**config.mk**
```make
export PLATFORM = sky130hd
export DESIGN_NAME = key_frequency_table_core
export DESIGN_NICKNAME = d
export VERILOG_FILES = /design/src/design/kft_pkg.sv /design/src/design/key_frequency_table_core.sv /design/src/design/kft_ctrl.sv /design/src/design/kft_datapath.sv
export SDC_FILE = /design/constraint.sdc
export NUM_CORES = 2
export LEC_CHECK = 0
export BUFFER_PORTS_ARGS = -buffer_cell sky130_fd_sc_hd__buf_4
export CAP_MARGIN = 25
export CORE_MARGIN = 2
export CORE_UTILIZATION = 35
export DETAILED_ROUTE_END_ITERATION = 12
export GPL_ROUTABILITY_DRIVEN = 0
export PLACE_DENSITY_LB_ADDON = 0.1
export SLEW_MARGIN = 20
export SYNTH_ARGS = -nofsm -noshare
export SYNTH_HDL_FRONTEND = slang
export SYNTH_SLANG_ARGS = --single-unit
```
**constraint.sdc**
```tcl
create_clock -name clk -period 5.2 [get_ports clk]
set_input_delay 0.52 -clock clk [delete_from_list [all_inputs] [get_ports clk]]
set_output_delay 0.52 -clock clk [all_outputs]
set_load 0.03 [all_outputs]
```
**src/design/kft_pkg.sv**
```systemverilog
`timescale 1ns / 1ps
// ----------------------------------------------------------------------------
// kft_pkg
// Shared types and constants of the key frequency table: command and status
// codes, controller states and the command and status bundles between the
// controller and the datapath.
// ----------------------------------------------------------------------------
package kft_pkg;

	localparam int KEY_W     = 32;
	localparam int CMD_W     = 2;
	localparam int CNT_OUT_W = 16;
	localparam int STATUS_W  = 2;

	typedef enum logic [CMD_W-1:0] {
		CMD_ADD   = 2'd0,
		CMD_QUERY = 2'd1,
		CMD_CLEAR = 2'd2
	} cmd_t;

	typedef enum logic [STATUS_W-1:0] {
		ST_OK   = 2'd0,
		ST_FULL = 2'd1,
		ST_SAT  = 2'd2
	} status_t;

	typedef enum logic [2:0] {
		S_IDLE,
		S_READ,
		S_CMP,
		S_MISS,
		S_FINISH
	} state_t;

	// Commands from the controller to the datapath.
	typedef struct packed {
		logic load_item;
		logic idx_inc;
		logic rd_en;
		logic hit_upd;
		logic miss_upd;
		logic load_out;
	} ctrl_t;

	// Status from the datapath to the controller.
	typedef struct packed {
		logic is_lookup;
		logic used_zero;
		logic last_entry;
		logic hit;
		logic out_free;
	} stat_t;

endpackage

```
**src/design/key_frequency_table_core.sv**
```systemverilog
`timescale 1ns / 1ps
// ----------------------------------------------------------------------------
// key_frequency_table_core
// Frequency table of 32-bit keys: add, query and clear beats, one result
// beat for each input beat.
// ----------------------------------------------------------------------------
// The table holds up to ENTRIES keys with a saturating count of COUNT_BITS
// each, in a single-port entry memory that is searched one entry at a time
// (read, then compare). Entries are filled in order and only emptied
// all at once by a clear beat, so a fill count marks the used entries and no
// clearing pass is needed after reset or clear. An add or query that finds
// its key at entry i reads and compares entries 0 to i, one that misses
// searches all entries in use, and a clear, an unknown command or any beat
// on an empty table skips the search. The single read port of the entry
// memory is why the search goes one entry at a time. The result sits in an
// output register, so the next beat is accepted while a result still waits
// on a stalled output.
// ----------------------------------------------------------------------------
module key_frequency_table_core #(
	parameter int ENTRIES    = 64,
	parameter int COUNT_BITS = 16
) (
	input  logic                              clk,
	input  logic                              arst_n,
	input  logic                              in_valid,
	output logic                              in_stall,
	input  logic [kft_pkg::CMD_W-1:0]         cmd,
	input  logic signed [kft_pkg::KEY_W-1:0]  key,
	output logic                              out_valid,
	input  logic                              out_stall,
	output logic [kft_pkg::CNT_OUT_W-1:0]     count,
	output logic                              found,
	output logic [kft_pkg::STATUS_W-1:0]      status
);

	// Command bundle from the controller and status bundle back to it.
	kft_pkg::ctrl_t ctrl;
	kft_pkg::stat_t stat;

	// The controller sequences each beat: accept, search the used entries,
	// update or allocate, then hand the result to the output register.
	kft_ctrl u_ctrl (
		.clk      (clk),
		.arst_n   (arst_n),
		.in_valid (in_valid),
		.in_stall (in_stall),
		.stat     (stat),
		.ctrl     (ctrl)
	);

	// The datapath owns the entry memory, fill count and result registers.
	kft_datapath #(
		.ENTRIES    (ENTRIES),
		.COUNT_BITS (COUNT_BITS)
	) u_datapath (
		.clk       (clk),
		.arst_n    (arst_n),
		.cmd       (cmd),
		.key       (key),
		.ctrl      (ctrl),
		.stat      (stat),
		.out_valid (out_valid),
		.out_stall (out_stall),
		.count     (count),
		.found     (found),
		.status    (status)
	);

endmodule

```
**src/design/kft_ctrl.sv**
```systemverilog
`timescale 1ns / 1ps
// ----------------------------------------------------------------------------
// kft_ctrl
// Controller of the key frequency table. It walks the used entries one by
// one and tells the datapath when to read, update and hand out a result.
// ----------------------------------------------------------------------------
module kft_ctrl (
	input  logic           clk,
	input  logic           arst_n,
	input  logic           in_valid,
	output logic           in_stall,
	input  kft_pkg::stat_t stat,
	output kft_pkg::ctrl_t ctrl
);

	kft_pkg::state_t state_q, state_d;

	always_ff @(posedge clk or negedge arst_n) begin
		if (!arst_n) begin
			state_q <= kft_pkg::S_IDLE;
		end else begin
			state_q <= state_d;
		end
	end

	always_comb begin
		state_d  = state_q;
		ctrl     = '0;
		in_stall = 1'b1;
		case (state_q)
			kft_pkg::S_IDLE: begin
				in_stall = 1'b0;
				if (in_valid) begin
					ctrl.load_item = 1'b1;
					state_d = kft_pkg::S_MISS;
				end
			end
			kft_pkg::S_READ: begin
				ctrl.rd_en = 1'b1;
				state_d = kft_pkg::S_CMP;
			end
			kft_pkg::S_CMP: begin
				if (stat.hit) begin
					ctrl.hit_upd = 1'b1;
					state_d = kft_pkg::S_FINISH;
				end else if (stat.last_entry) begin
					state_d = kft_pkg::S_MISS;
				end else begin
					ctrl.idx_inc = 1'b1;
					state_d = kft_pkg::S_READ;
				end
			end
			kft_pkg::S_MISS: begin
				ctrl.miss_upd = 1'b1;
				state_d = kft_pkg::S_FINISH;
			end
			kft_pkg::S_FINISH: begin
				if (stat.out_free) begin
					ctrl.load_out = 1'b1;
					state_d = kft_pkg::S_IDLE;
				end
			end
			default: begin
				state_d = kft_pkg::S_IDLE;
			end
		endcase
		// An add or query with entries in use searches before deciding.
		if (state_q == kft_pkg::S_IDLE && in_valid && stat.is_lookup && !stat.used_zero) begin
			state_d = kft_pkg::S_READ;
		end
	end

endmodule

```
**src/design/kft_datapath.sv**
```systemverilog
`timescale 1ns / 1ps
// ----------------------------------------------------------------------------
// kft_datapath
// Entry memory, search index, fill count, result registers and the output
// register of the key frequency table.
// ----------------------------------------------------------------------------
module kft_datapath #(
	parameter int ENTRIES    = 64,
	parameter int COUNT_BITS = 16
) (
	input  logic                                  clk,
	input  logic                                  arst_n,
	input  logic [kft_pkg::CMD_W-1:0]             cmd,
	input  logic signed [kft_pkg::KEY_W-1:0]      key,
	input  kft_pkg::ctrl_t                        ctrl,
	output kft_pkg::stat_t                        stat,
	output logic                                  out_valid,
	input  logic                                  out_stall,
	output logic [kft_pkg::CNT_OUT_W-1:0]         count,
	output logic                                  found,
	output logic [kft_pkg::STATUS_W-1:0]          status
);

	localparam int IDX_W  = $clog2(ENTRIES);
	localparam int USED_W = $clog2(ENTRIES + 1);
	localparam int WORD_W = kft_pkg::KEY_W + COUNT_BITS;
	localparam logic [COUNT_BITS-1:0] CNT_MAX = '1;
	localparam logic [USED_W-1:0] USED_FULL = USED_W'(ENTRIES);

	// Entries are allocated in order and only freed all at once, so the used
	// entries always form the range below used_q.
	logic [WORD_W-1:0]             mem_q [ENTRIES];
	logic [WORD_W-1:0]             rd_q;
	logic [kft_pkg::CMD_W-1:0]     cmd_q;
	logic [kft_pkg::KEY_W-1:0]     key_q;
	logic [IDX_W-1:0]              idx_q;
	logic [USED_W-1:0]             used_q;
	logic [COUNT_BITS-1:0]         res_cnt_q;
	logic                          res_found_q;
	logic [kft_pkg::STATUS_W-1:0]  res_status_q;
	logic                          out_valid_q;
	logic [kft_pkg::CNT_OUT_W-1:0] count_q;
	logic                          found_q;
	logic [kft_pkg::STATUS_W-1:0]  status_q;

	logic                          wr_en;
	logic [IDX_W-1:0]              wr_addr;
	logic [WORD_W-1:0]             wr_data;
	logic [kft_pkg::KEY_W-1:0]     rd_key;
	logic [COUNT_BITS-1:0]         rd_cnt;
	logic                          rd_sat;
	logic [COUNT_BITS-1:0]         add_cnt;
	logic                          room;
	logic                          is_add;

	assign rd_key  = rd_q[WORD_W-1:COUNT_BITS];
	assign rd_cnt  = rd_q[COUNT_BITS-1:0];
	assign rd_sat  = (rd_cnt == CNT_MAX);
	assign add_cnt = rd_sat ? rd_cnt : rd_cnt + COUNT_BITS'(1);
	assign room    = (used_q < USED_FULL);
	assign is_add  = (cmd_q == kft_pkg::CMD_ADD);

	// The lookup flag looks at the incoming beat, since the controller decides
	// in the accepting cycle whether a search is needed.
	assign stat.is_lookup  = (cmd == kft_pkg::CMD_ADD) || (cmd == kft_pkg::CMD_QUERY);
	assign stat.used_zero  = (used_q == '0);
	assign stat.last_entry = ((USED_W'(idx_q) + USED_W'(1)) == used_q);
	assign stat.hit        = (rd_key == key_q);
	assign stat.out_free   = !out_valid_q || !out_stall;

	always_comb begin
		wr_en   = 1'b0;
		wr_addr = idx_q;
		wr_data = {key_q, add_cnt};
		if (ctrl.hit_upd && is_add) begin
			wr_en = 1'b1;
		end else if (ctrl.miss_upd && is_add && room) begin
			wr_en   = 1'b1;
			wr_addr = used_q[IDX_W-1:0];
			wr_data = {key_q, COUNT_BITS'(1)};
		end
	end

	always_ff @(posedge clk) begin
		if (wr_en) begin
			mem_q[wr_addr] <= wr_data;
		end
		if (ctrl.rd_en) begin
			rd_q <= mem_q[idx_q];
		end
	end

	always_ff @(posedge clk) begin
		if (ctrl.load_item) begin
			cmd_q <= cmd;
			key_q <= key;
		end
		if (ctrl.hit_upd) begin
			res_found_q  <= 1'b1;
			res_cnt_q    <= is_add ? add_cnt : rd_cnt;
			res_status_q <= (is_add && rd_sat) ? kft_pkg::ST_SAT : kft_pkg::ST_OK;
		end else if (ctrl.miss_upd) begin
			res_found_q  <= is_add && room;
			res_cnt_q    <= (is_add && room) ? COUNT_BITS'(1) : '0;
			res_status_q <= (is_add && !room) ? kft_pkg::ST_FULL : kft_pkg::ST_OK;
		end
		if (ctrl.load_out) begin
			count_q  <= kft_pkg::CNT_OUT_W'(res_cnt_q);
			found_q  <= res_found_q;
			status_q <= res_status_q;
		end
	end

	always_ff @(posedge clk or negedge arst_n) begin
		if (!arst_n) begin
			idx_q       <= '0;
			used_q      <= '0;
			out_valid_q <= 1'b0;
		end else begin
			if (ctrl.load_item) begin
				idx_q <= '0;
			end else if (ctrl.idx_inc) begin
				idx_q <= idx_q + IDX_W'(1);
			end
			if (ctrl.miss_upd && is_add && room) begin
				used_q <= used_q + USED_W'(1);
			end else if (ctrl.miss_upd && cmd_q == kft_pkg::CMD_CLEAR) begin
				used_q <= '0;
			end
			if (ctrl.load_out) begin
				out_valid_q <= 1'b1;
			end else if (!out_stall) begin
				out_valid_q <= 1'b0;
			end
		end
	end

	assign out_valid = out_valid_q;
	assign count     = count_q;
	assign found     = found_q;
	assign status    = status_q;

endmodule

```
After elaboration in Yosys (flattened, before gate mapping)
Memories as Yosys holds them, arrays and structs flattened. A register that Yosys moved wholly into a read port is not among the register bits.
Index checks and enable logic that the tools add are counted.
{ "totals": {"regBits": 89, "ram_bits": 3072, "in_bits": 38, "output_inout_bits": 21, "word_cells": 95, "memories": 1} }
{ "classes": {"addsub": 4, "magnitude_cmp": 1, "n_eq_ne": 12, "n_mux": 41, "reduce_logical": 24} }
{ "memory_table": {"columns": ["name", "depth", "word_bits", "read_ports", "rd_clocked_by_memory_dff", "wr", "line_no", "source"], "rows": [
  ["u_datapath.mem_q", 64, 48, 1, 1, 1, "kft_datapath.sv:32", "logic [WORD_W-1:0] mem_q [ENTRIES];"]
]} }
{ "ops": {"columns": ["operator", "n"], "rows": [
  ["2-to-1 mux 16 bit", 6],
  ["== test 32 bit", 1],
  ["2-to-1 mux 6 bit", 4],
  ["2-to-1 mux 1 bit", 20],
  ["adder 16 x 1 -> 16 bit, second input constant", 1],
  ["== test 16 bit, second input constant", 1],
  ["one-hot mux 3 bit (5 select lines)", 1],
  ["2-to-1 mux 7 bit", 2],
  ["2-to-1 mux 3 bit", 4],
  ["logical AND 1 bit", 10],
  ["2-to-1 mux 2 bit", 4],
  ["adder 6 x 1 -> 7 bit, second input constant", 1],
  ["adder 7 x 1 -> 7 bit, second input constant", 1],
  ["== test 7 bit", 1],
  ["zero test 7 bit", 1],
  ["< comparator 7 bit, second input constant", 1],
  ["adder 6 x 1 -> 6 bit, second input constant", 1],
  ["== test 3 x 2 -> 1 bit, second input constant", 2],
  ["nonzero test 2 bit", 3],
  ["zero test 1 bit", 4],
  ["zero test 2 bit", 2],
  ["== test 3 x 1 -> 1 bit, second input constant", 1],
  ["== test 3 bit, second input constant", 1],
  ["zero test 3 bit", 1],
  ["other kinds (7)", 8]
]} }

Logic depth before layout (Yosys ltp)
{ "depth": {"depth_word": 8, "ltp_mapped": 9, "depth_no_buf": 8} }

Hierarchy
From an unflattened synthesis, not the netlist that was laid out.
{ "hier_totals": {"hier_cells": 5541, "area_unflattened_um2": 123609.8} }
{ "by_module_without_submodules": {"columns": ["mod", "n_inst", "cells_per_inst", "area_per_inst_um2", "seq_area_each_um2"], "rows": [
  ["kft_datapath", 1, 5517, 123395.8, 96192.3],
  ["kft_ctrl", 1, 24, 214.0, 75.1]
]} }

Worst setup path after synthesis
Ideal clock, no wire load.
{ "synth_timing": {"path_type": "reg2reg", "start": "register u_datapath.key_q[17] in the netlist's numbering", "end": "memory u_datapath.mem_q[13][0] in the netlist's numbering (enable)", "setup_time_ns": 0.454, "arrival_ns": 4.479, "setup_slack_ns": 0.267, "stages_incl_launch_ff": 7, "n_path_buf": 0, "period_less_slack_ns": 4.933, "path_cell_list": "edfxtp_1 xor2_1 nor4_1 nand4_1 nor4_4 o21ai_1 nor2_1"} }
{ "synth_via": {"elab_chain_cells": 7, "elab_cells_between_ends": 8, "cone_classes": "eq/ne: 1; mux: 6; reduce/logical: 1"} }
{ "synth_lines": {"columns": ["element", "line_no", "source"], "rows": [
  ["start: declaration", "kft_datapath.sv:35", "logic [kft_pkg::KEY_W-1:0] key_q;"],
  ["start signal: assignment", "kft_datapath.sv:96", "key_q <= key;"],
  ["== test 32 bit (*)", "kft_datapath.sv:68", "assign stat.hit = (rd_key == key_q);"],
  ["2-to-1 mux 1 bit (*)", "kft_ctrl.sv:43", "if (stat.hit) begin"],
  ["2-to-1 mux 1 bit (*)", "kft_ctrl.sv:30", "case (state_q)"],
  ["logical AND 1 bit (*)", "kft_datapath.sv:75", "if (ctrl.hit_upd && is_add) begin"],
  ["2-to-1 mux 1 bit", "kft_datapath.sv:75", null],
  ["2-to-1 mux 1 bit", "kft_datapath.sv:85", "if (wr_en) begin"],
  ["2-to-1 mux 1 bit (implied by the code)", "kft_datapath.sv:86", "mem_q[wr_addr] <= wr_data;"],
  ["end: declaration", "kft_datapath.sv:32", null]
]} }
Every way passes the cells marked *; elsewhere a longest branch is shown, timed or not.

==> summary.txt <==
Power and ir drop
  – LEAKAGE: 43.1 nW
  – Sw frac: 0.290
  – P_sw: 20.8 mW
  – Flop pwr share: 0.442
  – Max VDD drop: 0.000404 V
  – P_int: 50.9 mW
  – Comb pwr share: 0.223
  – Clock power frac: 0.335
  – Pwr/cell area: 504 nW/um2

Detailed routing
  – Routed wl met2: 166,000 um
  – Met3 Wirelength: 27,400 um
  – Max layer used: met5
  – Met1 Wirelength: 159,000 um
  – Vias: 56,679
  – DR vias/cell: 5.46
  – DRC Markers: 0
  – DRT iter0 DRCs: 6,508
  – Routed WL: 360,000 um
  – Avg WL per Cell: 34.7 um
  – DRT antenna net count: 0
  – Pre-antenna DRT Iters: 6

Setup path
  – Worst Path Required: 5.85 ns
  – Crit path capture type: flop
  – Crit start category: flop
  – CP max FO: 26
  – R2R setup slack: 0.79 ns
  – Crit Path Class: reg2reg
  – WP data arrival: 5.06 ns

CTS
  – PostCTS Resize Cnt: 0
  – Post-CTS Setup Inserts: 0
  – Clock Sinks: 3,209
  – CTS max path bufs: 4
  – H-tree Lvls: 5
  – CTS tree: done
  – Worst-path clk slew: 0.06 ns
  – CTS buffer count: 354
  – Hold Buf Count CTS: 37
  – Root buf cell: clkbuf_16
  – Worst skew pair latency: 0.94 ns

Timing
  – Least-Margin Pin Slew: 1.05 ns
  – RSZ-0062 raised after global routing: false
  – TNS Setup: 0 ns
  – Setup Viol. Count Final: 0
  – Tmin final: 4.41 ns
  – Final Cycle Share: 0.848
  – Max transition margin: 0.298
  – Fmax: 227 MHz
  – Slew Limit Fails: 0
  – Fin. Hold Viols: 0
  – Clock skew: 0.0491 ns

Yosys
  – Synth Cell Area: 122,000 um2
  – Mapped Avg Cell Area: 24.2 um2
  – Top_reg_cell synth: edfxtp_1
  – Syn Nets: 5,098
  – Number of flops mapped to enable cells by yosys: 3,191
  – Sequential element share of the synthesized area: 0.788
  – Synth Register Bits: 3,209
  – Distinct cell type count after synthesis: 53
  – Syn Inst Count: 5,056
  – Post-synth ARST share: 0.00530
  – Yosys synthesis warning count: 0

Global route
  – Largest net degree at the start of global routing: 93
  – Total GRT Usage: 0.202
  – Number of global-route vias before repair: 57,042
  – Grt ovf: 0
  – First-pass GRT wire length: 494,000 um
  – Initial antenna violation count: 44

Floorplanning
  – Io pins: 59
  – Die area: 354,000 um2
  – Starting density of the core: 0.352
  – FP Rows: 216
  – Die width: 595 um
  – Die Ht: 595 um
  – Core area: 347,000 um2

Place
  – HPWL Detailed: 220,000 um
  – Buffers on Ports: 58

Finish
  – Layout Area Growth over Synthesis: 16.3%
  – Fraction of layout cells with a size suffix above 1: 0.317
  – Final Core Density: 0.410
  – Most frequent cells in the layout: 3,191 x edfxtp_1, 918 x mux4_2, 363 x clkbuf_16
  – Final #Nets: 5,559
  – Most common cell after layout, fill and taps aside: edfxtp_1

Run
  – Max Cap Viol: 0

Run status
  – Status: finished, final reports clean

Worst hold path
  – Worst min-delay path category: in2reg
-- per-layer routing --
layer / GRT usage / up-vias
li1: - / 22860
met1: 0.291 / 31569
met2: 0.308 / 1849
met3: 0.0524 / 393
met4: 0.0447 / 8
met5: 0 / -
-- power by group through the flow --
stage                     registers [mW]  logic [mW]  clock network (mW)
after floorplan                     32.3        8.82                   0
after global placement              32.2        16.2                   0
after detailed placement            32.2        16.4                   0
after CTS                           31.7        16.4                24.6
after global routing                31.7        17.0                25.6
final                               31.7        16.0                24.0
-- critical path: stages, from the launching register on --
cell and delay [ns]:
dfrtp_1 0.77, inv_8 0.51, or3_2 0.53, buf_4 0.42
o221ai_1 0.24, a21oi_1 0.85, o22ai_1 0.26, nor2_1 0.46
-- synth_stat cells, types with 2 or more instances --
master / count / area, um2
a21oi_1: 42 / 210
mux4_2: 918 / 20700
xnor2_1: 7 / 61.3
a31oi_1: 3 / 18.8
o211ai_1: 2 / 15.0
ha_1: 4 / 50.1
and4_1: 2 / 17.5
mux2i_1: 57 / 571
nor2b_1: 4 / 25.0
o21a_1: 2 / 15.0
nor3b_1: 2 / 15.0
or3_1: 4 / 25.0
a221oi_1: 11 / 96.3
and2_1: 4 / 25.0
dfrtp_1: 17 / 425
nand3b_1: 3 / 22.5
nor2_1: 162 / 608
nand4_1: 11 / 68.8
o221ai_1: 31 / 272
a22oi_1: 12 / 90.1
o22ai_1: 84 / 526
and3_1: 7 / 43.8
o31ai_1: 5 / 37.5
o21ai_1: 20 / 100
buf_2: 84 / 420
buf_1: 19 / 71.3
nand3_1: 10 / 50.1
xor2_1: 52 / 455
nor4b_1: 2 / 17.5
edfxtp_1: 3191 / 95800
a211o_1: 3 / 26.3
nor3_1: 9 / 45.0
nand2_1: 62 / 233
mux2_2: 2 / 22.5
o21ai_0: 15 / 75.1
clkbuf_1: 153 / 574
buf_4: 7 / 52.6
nand2b_1: 4 / 25.0
nor4_1: 8 / 50.1
or2_2: 2 / 12.5
inv_1: 7 / 26.3
-- cell families after synthesis --
logic type,count (synthesis),share of synthesized area
AOI/OAI and AO/OA,235,0.0127
xor gates and xnor gates,59,0.00423
adders and majority gates,4,0.000410
buffers and inverters,271,0.00940
DFF,3209,0.788
muxes,977,0.174
and+or+nand+nor,301,0.0110
-- final timing paths --
| kind | startpoint | endpoint | cells past startpoint |
|---|---|---|---|
| max | u_datapath.idx_q[3] | u_datapath.rd_q[38] | 7 |
| min | in_valid | u_ctrl.state_q[0] | 3 |
| max reg2reg | u_datapath.idx_q[3] | u_datapath.rd_q[38] | 7 |
| min reg2reg | u_datapath.res_cnt_q[14] | u_datapath.count[14] | 0 |
| max in group asynchronous | arst_n | u_datapath.out_valid | 4 |
| min in group asynchronous | arst_n | u_datapath.idx_q[3] | 3 |
-- registers in the layout (all words and copies together) (netlist names), 3 cells and up --
| register | flops |
|---|---|
| u_datapath.mem_q | 3072 |
| u_datapath.rd_q | 48 |
| u_datapath.key_q | 32 |
| u_datapath.count | 16 |
| u_datapath.res_cnt_q | 16 |
| u_datapath.used_q | 7 |
| u_datapath.idx_q | 6 |
| u_ctrl.state_q | 3 |
-- layout make-up --
cell class	instances	area (um2)
diodes	12	30.0
clock buffers	435	9350
clock inverters	195	1630
fillers	30116	205000
inverters	8	38.8
multi-input cells	1576	25400
flip-flops and latches	3209	96300
well taps	4578	5730
repair buffers	368	3610
-- stage by stage --
step                      instances  hold WS [ns]  instance area (um2)  worst slack, ns  power (mW)
after floorplan                5056         0.224               122000            0.267        41.1
after global placement         9698         0.406               131000            0.762        48.4
after detailed placement       9699         0.407               131000            0.842        48.6
after CTS                     10366        0.0160               142000            0.831        72.7
after global routing          10371        0.0551               142000            0.641        74.3
final                         10381        0.0806               142000            0.789        71.7
Power figures use the tool's default switching activity.
